### src/rtl/podr_pkg.sv
`default_nettype none

package podr_pkg;

    localparam int ZONE_W     = 3;
    localparam int SEC_W      = 16;
    localparam int DAY_W      = 32;
    localparam int PRIO_W     = 8;
    localparam int CFG_W      = 64;
    localparam int S_TDATA_W  = 56;
    localparam int M_TDATA_W  = 24;
    localparam int DIV_CNT_W  = 5;

    typedef struct packed {
        logic [SEC_W-1:0]  seconds;
        logic [ZONE_W-1:0] zone;
    } entry_t;

    localparam int ENTRY_W = $bits(entry_t);

    function automatic logic [PRIO_W-1:0] prio_of(input logic [CFG_W-1:0] prios,
                                                  input logic [ZONE_W-1:0] zone);
        return prios[{zone, 3'b000} +: PRIO_W];
    endfunction

endpackage

`default_nettype wire

### src/rtl/priority_order_with_day_rotation.sv
// Orders a list of watering entries by zone priority and rotates each run of
// equal priority by the day number.
// Input channel (s_*): one entry per transfer; tdata carries zone, seconds and
// day, tlast marks the final entry of the list, whose day is used. Entries
// past MAX_ENTRIES are dropped. Output channel (m_*): one transfer per held
// entry in order, tlast on the final one. cfg_wr_en writes the eight 8-bit
// zone priorities (zone z in bits 8z+7..8z), to be done only while idle.
// Entries load back to back. After the final entry the list is sorted in
// place by one compare unit over an entry memory with one read and one write
// port: each entry is captured as the key, each earlier entry that orders
// after it moves up one position, and the key goes into the gap. Each run of
// equal priority is found by scanning from its first entry, its day remainder
// is formed one bit per cycle through a single subtractor, and each result is
// read and loaded into the output register. A new list is accepted once the
// final result has been loaded into the output register. A stalled receiver
// holds the output register and halts the sequencer ahead of the next result.
// Reset empties the list, clears the priorities and drops any pending result.
module priority_order_with_day_rotation
    import podr_pkg::*;
#(
    parameter int MAX_ENTRIES = 8
) (
    input  wire                    aclk,
    input  wire                    aresetn,
    input  wire                    cfg_wr_en,
    input  wire  [CFG_W-1:0]       cfg_wr_data,
    input  wire                    s_tvalid,
    output logic                   s_tready,
    // s_tdata: zone [2:0], seconds [18:3], day [50:19], zeros [55:51]
    input  wire  [S_TDATA_W-1:0]   s_tdata,
    input  wire                    s_tlast,
    output logic                   m_tvalid,
    input  wire                    m_tready,
    // m_tdata: out_zone [2:0], out_seconds [18:3], zeros [23:19]
    output logic [M_TDATA_W-1:0]   m_tdata,
    output logic                   m_tlast
);

    localparam int AW = $clog2(MAX_ENTRIES);
    localparam int CW = $clog2(MAX_ENTRIES + 1);
    localparam logic [CW-1:0] MAX_CNT = CW'(MAX_ENTRIES);

    localparam logic [3:0] ST_LOAD      = 4'd0;
    localparam logic [3:0] ST_KEY_RD    = 4'd1;
    localparam logic [3:0] ST_KEY_CAP   = 4'd2;
    localparam logic [3:0] ST_CMP_RD    = 4'd3;
    localparam logic [3:0] ST_CMP       = 4'd4;
    localparam logic [3:0] ST_RUN_START = 4'd5;
    localparam logic [3:0] ST_RUN_PRIO  = 4'd6;
    localparam logic [3:0] ST_RUN_SCAN  = 4'd7;
    localparam logic [3:0] ST_DIV       = 4'd8;
    localparam logic [3:0] ST_EMIT_RD   = 4'd9;
    localparam logic [3:0] ST_EMIT_WR   = 4'd10;

    entry_t mem [MAX_ENTRIES];

    logic [3:0]           state_reg, state_next;
    logic [CW-1:0]        count_reg, count_next;
    logic [CW-1:0]        i_reg, i_next;
    logic [CW-1:0]        j_reg, j_next;
    entry_t               key_reg, key_next;
    logic [CW-1:0]        start_reg, start_next;
    logic [CW-1:0]        end_reg, end_next;
    logic [CW-1:0]        p_reg, p_next;
    logic [CW-1:0]        out_idx_reg, out_idx_next;
    logic [PRIO_W-1:0]    run_prio_reg, run_prio_next;
    logic [DAY_W-1:0]     abs_day_reg, abs_day_next;
    logic                 day_neg_reg, day_neg_next;
    logic [DAY_W-1:0]     div_sh_reg, div_sh_next;
    logic [CW-1:0]        rem_reg, rem_next;
    logic [DIV_CNT_W-1:0] div_cnt_reg, div_cnt_next;
    logic [CFG_W-1:0]     prio_reg;
    logic                 m_tvalid_reg, m_tvalid_next;
    entry_t               m_data_reg, m_data_next;
    logic                 m_tlast_reg, m_tlast_next;
    entry_t               rd_data_reg;

    logic [AW-1:0]        rd_addr;
    logic                 mem_we;
    logic [AW-1:0]        mem_waddr;
    entry_t               mem_wdata;

    logic                 s_accept;
    logic                 out_free;
    logic [DAY_W-1:0]     in_day;
    logic [CW-1:0]        j_dec;
    logic [CW-1:0]        i_inc;
    logic [CW-1:0]        end_inc;
    logic [CW-1:0]        p_inc;
    logic [CW-1:0]        out_idx_inc;
    logic [PRIO_W-1:0]    rd_prio;
    logic                 goes_after;
    logic [CW-1:0]        run_len;
    logic [CW:0]          trial;
    logic [CW:0]          trial_sub;
    logic [CW-1:0]        rem_new;
    logic [CW-1:0]        shift;

    assign s_tready = (state_reg == ST_LOAD);
    assign s_accept = s_tvalid && s_tready;
    assign out_free = !m_tvalid_reg || m_tready;
    assign in_day   = s_tdata[50:19];

    assign j_dec       = j_reg - 1'b1;
    assign i_inc       = i_reg + 1'b1;
    assign end_inc     = end_reg + 1'b1;
    assign p_inc       = p_reg + 1'b1;
    assign out_idx_inc = out_idx_reg + 1'b1;

    assign rd_prio    = prio_of(prio_reg, rd_data_reg.zone);
    // The shared compare: ordering key is priority first, zone second.
    assign goes_after = {rd_prio, rd_data_reg.zone} > {prio_of(prio_reg, key_reg.zone), key_reg.zone};

    // Restoring remainder step of |day| by the run length.
    assign run_len   = end_reg - start_reg;
    assign trial     = {rem_reg, div_sh_reg[DAY_W-1]};
    assign trial_sub = trial - {1'b0, run_len};
    assign rem_new   = (trial >= {1'b0, run_len}) ? trial_sub[CW-1:0] : trial[CW-1:0];
    assign shift     = (day_neg_reg && rem_new != '0) ? run_len - rem_new : rem_new;

    always_comb begin
        state_next    = state_reg;
        count_next    = count_reg;
        i_next        = i_reg;
        j_next        = j_reg;
        key_next      = key_reg;
        start_next    = start_reg;
        end_next      = end_reg;
        p_next        = p_reg;
        out_idx_next  = out_idx_reg;
        run_prio_next = run_prio_reg;
        abs_day_next  = abs_day_reg;
        day_neg_next  = day_neg_reg;
        div_sh_next   = div_sh_reg;
        rem_next      = rem_reg;
        div_cnt_next  = div_cnt_reg;
        m_tvalid_next = m_tvalid_reg && !m_tready;
        m_data_next   = m_data_reg;
        m_tlast_next  = m_tlast_reg;
        rd_addr       = '0;
        mem_we        = 1'b0;
        mem_waddr     = '0;
        mem_wdata     = key_reg;

        case (state_reg)
            ST_LOAD: begin
                out_idx_next = '0;
                start_next   = '0;
                end_next     = {{(CW-1){1'b0}}, 1'b1};
                i_next       = {{(CW-1){1'b0}}, 1'b1};
                if (s_accept) begin
                    if (count_reg < MAX_CNT) begin
                        mem_we     = 1'b1;
                        mem_waddr  = count_reg[AW-1:0];
                        mem_wdata  = entry_t'(s_tdata[ENTRY_W-1:0]);
                        count_next = count_reg + 1'b1;
                    end
                    if (s_tlast) begin
                        day_neg_next = in_day[DAY_W-1];
                        abs_day_next = in_day[DAY_W-1] ? (~in_day + 1'b1) : in_day;
                        if (count_next == {{(CW-1){1'b0}}, 1'b1}) begin
                            state_next = ST_RUN_START;
                        end else begin
                            state_next = ST_KEY_RD;
                        end
                    end
                end
            end
            ST_KEY_RD: begin
                rd_addr    = i_reg[AW-1:0];
                state_next = ST_KEY_CAP;
            end
            ST_KEY_CAP: begin
                key_next   = rd_data_reg;
                j_next     = i_reg;
                state_next = ST_CMP_RD;
            end
            ST_CMP_RD: begin
                if (j_reg == '0) begin
                    mem_we    = 1'b1;
                    mem_waddr = '0;
                    mem_wdata = key_reg;
                    i_next    = i_inc;
                    state_next = (i_inc == count_reg) ? ST_RUN_START : ST_KEY_RD;
                end else begin
                    rd_addr    = j_dec[AW-1:0];
                    state_next = ST_CMP;
                end
            end
            ST_CMP: begin
                mem_we    = 1'b1;
                mem_waddr = j_reg[AW-1:0];
                if (goes_after) begin
                    mem_wdata  = rd_data_reg;
                    j_next     = j_dec;
                    state_next = ST_CMP_RD;
                end else begin
                    mem_wdata  = key_reg;
                    i_next     = i_inc;
                    state_next = (i_inc == count_reg) ? ST_RUN_START : ST_KEY_RD;
                end
            end
            ST_RUN_START: begin
                rd_addr    = start_reg[AW-1:0];
                state_next = ST_RUN_PRIO;
            end
            ST_RUN_PRIO: begin
                run_prio_next = rd_prio;
                div_sh_next   = abs_day_reg;
                rem_next      = '0;
                div_cnt_next  = '0;
                if (end_reg == count_reg) begin
                    state_next = ST_DIV;
                end else begin
                    rd_addr    = end_reg[AW-1:0];
                    state_next = ST_RUN_SCAN;
                end
            end
            ST_RUN_SCAN: begin
                if (rd_prio == run_prio_reg) begin
                    end_next = end_inc;
                    if (end_inc == count_reg) begin
                        state_next = ST_DIV;
                    end else begin
                        rd_addr = end_inc[AW-1:0];
                    end
                end else begin
                    state_next = ST_DIV;
                end
            end
            ST_DIV: begin
                div_sh_next  = {div_sh_reg[DAY_W-2:0], 1'b0};
                rem_next     = rem_new;
                div_cnt_next = div_cnt_reg + 1'b1;
                if (div_cnt_reg == '1) begin
                    p_next     = start_reg + shift;
                    state_next = ST_EMIT_RD;
                end
            end
            ST_EMIT_RD: begin
                rd_addr    = p_reg[AW-1:0];
                state_next = ST_EMIT_WR;
            end
            ST_EMIT_WR: begin
                rd_addr = p_reg[AW-1:0];
                if (out_free) begin
                    m_tvalid_next = 1'b1;
                    m_data_next   = rd_data_reg;
                    m_tlast_next  = (out_idx_inc == count_reg);
                    out_idx_next  = out_idx_inc;
                    p_next        = (p_inc == end_reg) ? start_reg : p_inc;
                    if (out_idx_inc == end_reg) begin
                        if (end_reg == count_reg) begin
                            count_next = '0;
                            state_next = ST_LOAD;
                        end else begin
                            start_next = end_reg;
                            end_next   = end_inc;
                            state_next = ST_RUN_START;
                        end
                    end else begin
                        state_next = ST_EMIT_RD;
                    end
                end
            end
            default: begin
                state_next = ST_LOAD;
                count_next = '0;
            end
        endcase
    end

    always_ff @(posedge aclk) begin
        if (mem_we) begin
            mem[mem_waddr] <= mem_wdata;
        end
        rd_data_reg <= mem[rd_addr];
    end

    always_ff @(posedge aclk) begin
        if (!aresetn) begin
            state_reg    <= ST_LOAD;
            count_reg    <= '0;
            m_tvalid_reg <= 1'b0;
            prio_reg     <= '0;
        end else begin
            state_reg    <= state_next;
            count_reg    <= count_next;
            m_tvalid_reg <= m_tvalid_next;
            if (cfg_wr_en) begin
                prio_reg <= cfg_wr_data;
            end
        end
    end

    always_ff @(posedge aclk) begin
        i_reg        <= i_next;
        j_reg        <= j_next;
        key_reg      <= key_next;
        start_reg    <= start_next;
        end_reg      <= end_next;
        p_reg        <= p_next;
        out_idx_reg  <= out_idx_next;
        run_prio_reg <= run_prio_next;
        abs_day_reg  <= abs_day_next;
        day_neg_reg  <= day_neg_next;
        div_sh_reg   <= div_sh_next;
        rem_reg      <= rem_next;
        div_cnt_reg  <= div_cnt_next;
        m_data_reg   <= m_data_next;
        m_tlast_reg  <= m_tlast_next;
    end

    assign m_tvalid = m_tvalid_reg;
    assign m_tdata  = {{(M_TDATA_W-ENTRY_W){1'b0}}, m_data_reg};
    assign m_tlast  = m_tlast_reg;

endmodule

`default_nettype wire

### config.mk
export PLATFORM = sky130hd
export DESIGN_NAME = priority_order_with_day_rotation
export DESIGN_NICKNAME = d
export VERILOG_FILES = /design/src/rtl/podr_pkg.sv /design/src/rtl/priority_order_with_day_rotation.sv
export SDC_FILE = /design/constraint.sdc
export NUM_CORES = 1
export LEC_CHECK = 0
export ABC_AREA = 1
export BUFFER_PORTS_ARGS = -buffer_cell sky130_fd_sc_hd__buf_2
export CAP_MARGIN = 15
export CORE_MARGIN = 2
export CORE_UTILIZATION = 60
export DETAILED_ROUTE_END_ITERATION = 10
export PLACE_DENSITY = 0.8
export SLEW_MARGIN = 10
export SYNTH_ARGS = -nofsm -noshare
export SYNTH_HDL_FRONTEND = slang
export SYNTH_SLANG_ARGS = --single-unit
### constraint.sdc
create_clock -name aclk -period 5.1 [get_ports aclk]
set_clock_uncertainty 0.2 [all_clocks]
set_input_delay 0.255 -clock aclk [delete_from_list [all_inputs] [get_ports aclk]]
set_output_delay 0.255 -clock aclk [all_outputs]
set_load 0.01 [all_outputs]
# == Word level (Yosys, flattened, before mapping) ==
# Memory sizes are Yosys's and may differ from the RTL's. A register that Yosys moved wholly into a read port is not among the register bits.
# Cells that the tools add are included.
# totals
wordCells,168
out_inout_bits,27
ff_bits,218
input_bits,126
mem_count,1
mem_bits_rw,152
# memory_table
name,words,width,rd,rd_clocked_by_memory_dff,write_ports,line,text
mem,8,19,1,1,1,priority_order_with_day_rotation.sv:55,entry_t mem [MAX_ENTRIES];
# classes
n_bitwise,2
eq_ne,31
n_reduce_logical,27
shift,2
add_sub_neg,12
mux,68
n_lt_le_gt_ge,3
# op_table
cell,count
64-bit by 7-bit indexed part select with 8-bit output,2
4-bit 2-to-1 mux,31
32-bit case mux with 2 select lines,1
19-bit 2-to-1 mux,3
4-bit case mux with 11 select lines,1
4-bit case mux with 2 select lines,5
19-bit case mux with 2 select lines,1
4-bit case mux with 3 select lines,3
3-bit 2-to-1 mux,11
32-bit by 1-bit adder with 32-bit output (second input constant),1
32-bit NOT,1
31-bit 2-to-1 mux,1
4-bit equality test,6
4-bit by 1-bit adder with 4-bit output (second input constant),5
2-bit inequality test (second input constant),9
3-bit case mux with 6 select lines,1
4-bit by 3-bit equality test with 1-bit output (second input constant),4
5-bit AND reduction,3
4-bit equality test (second input constant),3
4-bit subtractor,3
11-bit > comparator,1
5-bit case mux with 2 select lines,1
3-bit AND reduction,3
9-bit OR reduction,1
other kinds (25),44

# == Depth between registers and ports, before layout ==
# depth
ltp_word,9
depth_mapped,31

# == Worst setup path after synthesis ==
# Ideal clock, no wire load.
# synth_path
kind,register to register
start,register end_reg[0]
end,"register p_reg[3], data pin"
path_stages_with_launch,28
path_slack_ns,0.613
t_required_ns,4.644
arrival_time_ns,4.031
setup_time_ns,0.256
path_buffers,1
period_less_slack_ns,4.487
cell_sequence,edfxtp_1 > buf_2 > inv_1 > ha_1 > inv_1 > fa_1 > inv_1 > ha_1 > inv_1 > nor2_1 > nand2_1 > nand2_1 > nand2_1 > nand2_1 > nand2_1 > nand2_1 > fa_1 > xor2_1 > o21ai_0 > ha_1 > a21oi_1 > nand2_1 > xor2_1 > nand3_1 > nand2_1 > nand4_1 > nand3_1 > nand2_1
# synth_via
elab_chain_len,9
# synth_rtl
item,line,text
"start, declared",priority_order_with_day_rotation.sv:63,"logic [CW-1:0] end_reg, end_next;"
"start signal, assigned",priority_order_with_day_rotation.sv:301,end_reg <= end_next;
4-bit subtractor (*),priority_order_with_day_rotation.sv:115,assign run_len = end_reg - start_reg;
4-bit subtractor / 5-bit by 4-bit greater-or-equal comparator with 1-bit output (equally long branches),"priority_order_with_day_rotation.sv:117, priority_order_with_day_rotation.sv:118",
4-bit 2-to-1 mux (*),priority_order_with_day_rotation.sv:118,"assign rem_new = (trial >= {1'b0, run_len}) ? trial_sub[CW-1:0] : trial[CW-1:0];"
named net rem_new[1],priority_order_with_day_rotation.sv:96,logic [CW-1:0] rem_new;
branches (longest 2 deep; another with 4-bit subtractor),--,
4-bit 2-to-1 mux (*),priority_order_with_day_rotation.sv:119,assign shift = (day_neg_reg && rem_new != '0) ? run_len - rem_new : rem_new;
4-bit adder (*),priority_order_with_day_rotation.sv:236,p_next = start_reg + shift;
4-bit 2-to-1 mux (*),priority_order_with_day_rotation.sv:235,if (div_cnt_reg == '1) begin
4-bit case mux with 2 select lines (*),priority_order_with_day_rotation.sv:145,case (state_reg)
named net p_next[3],priority_order_with_day_rotation.sv:64,"logic [CW-1:0] p_reg, p_next;"
"end signal, assigned",priority_order_with_day_rotation.sv:302,p_reg <= p_next;
"end, declared",priority_order_with_day_rotation.sv:64,
# Mark *: on every way through the listed nets, which the timed path passes. The select of a mux whose other input is x is not followed.
# A chain may end at the register's enable or synchronous reset.

# == Worst setup path in the final report ==
# Same ends and word-level chain as after synthesis.

==> results.sh <==
export IMPL_synthFlopType="edfxtp_1"
export IMPL_num_nets_final=2543
export IMPL_path_buf_inv=4
export IMPL_cp_arrival_ns=4.78
export IMPL_ys_top_cells_by_area="edfxtp_1 46%, dfxtp_1 9.6%, nand2_1 9.2%"
export IMPL_async_flop_share=0
export IMPL_synth_cell_types=44
export IMPL_yosysWarnings=0
export IMPL_synth_edf_count=297
export IMPL_postSynthAreaPerCell_um2=8.91
export IMPL_placed_area_mm2=0.0202
export IMPL_worst_setup_path_type="reg2reg"
export IMPL_path_max_fanout=6
export IMPL_p_leak_nw=9.82
export IMPL_synthCells=2155
export IMPL_detail_route_wl_per_cell_um=17.8
export IMPL_dr_pass1_iters=8
export IMPL_drive_gt1_frac=0.112
export IMPL_hold_class="in2reg"
export IMPL_clk_latency_ns=0.54
export IMPL_fmax_mhz=213
export IMPL_place_ws_ns=0.196
export IMPL_synth_common_cells="468 x nand2_1, 304 x inv_1, 297 x edfxtp_1"
export IMPL_whs_ns=0.0400
export IMPL_p_total_mw=13.7
export IMPL_hpwl_um=29000
export IMPL_num_vias=16241
export IMPL_cts_root_buf="clkbuf_16"
export IMPL_clk_path_buf_depth=3
export IMPL_period_minus_slack_ns=4.70
export IMPL_port_buffers=142
export IMPL_worst_setup_path_end_kind="flop"
export IMPL_setup_viol=0
export IMPL_start_util=0.608
export IMPL_crit_required_ns=5.19
export IMPL_synth_mux_area_frac=0
export IMPL_cpPeakStageDelay_ns=0.58
export IMPL_largest_register_ffs=152
export IMPL_power_density_mw_per_mm2=606
export IMPL_yosysMostFrequentCell="nand2_1"
export IMPL_initialDrtViolationCount=1686
export IMPL_cts_tree="built"
export IMPL_synth_xor_area_share=0.0292
export IMPL_cp_slowest_cell="fa_2"
export IMPL_synth_simple_gate_area_share=0.198
export IMPL_worst_slack_ns=0.404
export IMPL_antenna_found_initial=1
export IMPL_h_tree_depth=2
export IMPL_synth_compound_area_frac=0.0947
export IMPL_worst_pin_slew_ns=1.01
export IMPL_synth_top_family_by_area="simple AND/OR/NAND/NOR gates"
export IMPL_place_congestion=0.919
export IMPL_syn_cell_area_mm2=0.0192
export IMPL_die_area_mm2=0.0334
export IMPL_grt_ovfl_total=0
export IMPL_slew_viol_final=0
export IMPL_ir_worst_vdd_uv=377
export IMPL_synth_seq_cells=389
export IMPL_grt_pass1_wl_um=79400
export IMPL_postLayoutCellArea_mm2=0.0226
export IMPL_die_w_um=183
export IMPL_ant_nets=0
export IMPL_setup_tns_final_ns=0
export IMPL_wl_um=50000
export IMPL_synthAdderAreaFrac=0.0257
export IMPL_grt_max_degree=77
export IMPL_hold_viol=0
export IMPL_yosysTopAreaCell="edfxtp_1"
export IMPL_busiest_layer="met2"
export IMPL_area_growth_pct=17.8
export IMPL_cp_common_cell="nand2_1"
export IMPL_critPathLaunchType="flop"
export IMPL_clock_sinks=389
export IMPL_relSlewSlack=0.325
export IMPL_cts_buffers=40
export IMPL_die_h_um=183
export IMPL_coreArea_mm2=0.0316
export IMPL_met3_usage=0.0524
export IMPL_routed_via_density=5.77
export IMPL_grt_use_met2=0.516
export IMPL_use_met1=0.371
export IMPL_status="finished clean"
export IMPL_grt_pass1_vias=15904
export IMPL_maxCapViolations=0
export IMPL_yosysSeqAreaShare=0.561
export IMPL_synth_top_cell_area_share=0.465
export IMPL_fp_row_count=65
export IMPL_ios=153
export IMPL_route_detailed_drc=0
export IMPL_crit_family="adder cells"
export IMPL_period_share=0.921
export IMPL_grtUsageTotal=0.299
export IMPL_path_clk_slew_ns=0.06
export IMPL_cts_setup_buffers=0
==> final timing paths <==
path | startpoint | cells after the start | slack (ns) | to
max | end_reg[0] | 26 | 0.40 | p_reg[3]
min | s_tlast | 5 | 0.04 | state_reg[0]
max reg2reg | end_reg[0] | 26 | 0.40 | p_reg[3]
min reg2reg | rd_data_reg[16] | 0 | 0.26 | key_reg[16]
==> worst reg2reg max path: stages (launching register included) <==
cell and delay [ns]:
edfxtp_1 0.40, inv_2 0.11, ha_1 0.15, inv_1 0.07, fa_2 0.58, inv_1 0.09, ha_1 0.28, inv_1 0.06
nor2_2 0.05, nand2_1 0.08, nand2_1 0.08, nand2_2 0.12, nand2_1 0.10, nand2_1 0.09, nand2_2 0.09, fa_1 0.45
xor2_1 0.17, o21ai_1 0.16, ha_1 0.28, a21oi_1 0.13, nand2_1 0.11, xor2_2 0.16, nand3_1 0.09, nand2_1 0.09
nand4_1 0.10, nand3_1 0.09, nand2_1 0.06
==> report_power, final <==
group | total [mW] | switching (mW) | leakage [nW] | internal (mW)
clock | 2.90 | 1.23 | 0.638 | 1.67
combinational | 5.86 | 3.93 | 5.69 | 1.93
sequential | 4.95 | 0.338 | 3.49 | 4.61
total | 13.7 | 5.50 | 9.82 | 8.21
==> cell families (layout without fill, tap and decap cells) <==
| kind of cell | Yosys count | after routing |
|---|---|---|
| simple gates | 902 | 902 |
| buf+inv | 426 | 678 |
| compound gates | 336 | 336 |
| other cells | 1 | 6 |
| xor+xnor | 64 | 64 |
| fa+ha+maj | 37 | 37 |
| flops | 389 | 389 |
==> final cells by class <==
class                           count  area, um2
Antenna cell                        1       2.50
Clock buffer                       53       1130
Clock inverter                     20        160
Fill cell                        2126       8940
Inverter                          318       1200
Multi-Input combinational cell   1344       6760
Sequential cell                   389      10800
Tap cell                          402        503
Timing Repair Buffer              287       2090
==> through the flow <==
| stage | std cells | util |
|---|---|---|
| after global placement | 2627 | 0.639 |
| after CTS | 2813 | 0.716 |
| after global routing | 2814 | 0.717 |
| after floorplan | 2159 | - |
| final | 2814 | 0.717 |
| after detailed placement | 2627 | 0.639 |
==> layout by cell type (no fill, tap or decap), types with 6 or more instances in the layout <==
cell type / synthesis / routed
a21oi_1: 114 / 114
buf_2: 19 / 142
buf_4: 18 / 31
clkbuf_1: 60 / 6
clkbuf_16: 0 / 41
clkbuf_8: 0 / 6
clkinv_1: 5 / 11
clkinv_2: 0 / 7
dfxtp_1: 92 / 92
dlygate4sd3_1: 0 / 113
edfxtp_1: 297 / 297
ha_1: 33 / 33
inv_1: 304 / 302
inv_2: 7 / 9
nand2_1: 468 / 466
nand3_1: 251 / 251
nand4_1: 7 / 7
nor2_1: 142 / 133
nor2_2: 2 / 11
nor3_1: 14 / 14
o211ai_1: 29 / 29
o21ai_0: 169 / 166
xnor2_1: 26 / 25
xor2_1: 38 / 37
==> metal layers <==
| metal | wire length (um) | vias to the layer above |
|---|---|---|
| li1 | - | 7580 |
| met1 | 18800 | 7455 |
| met2 | 24200 | 974 |
| met3 | 4800 | 232 |
| met4 | 2280 | 0 |
| met5 | 0 | - |
==> what timing repair did <==
action	CTS	global route
hold buffers	113	0
endpoints found under the setup margin	0	1
hold endpoints to repair	99	0
resized for setup	0	11
(Power assumes the default switching activity.)
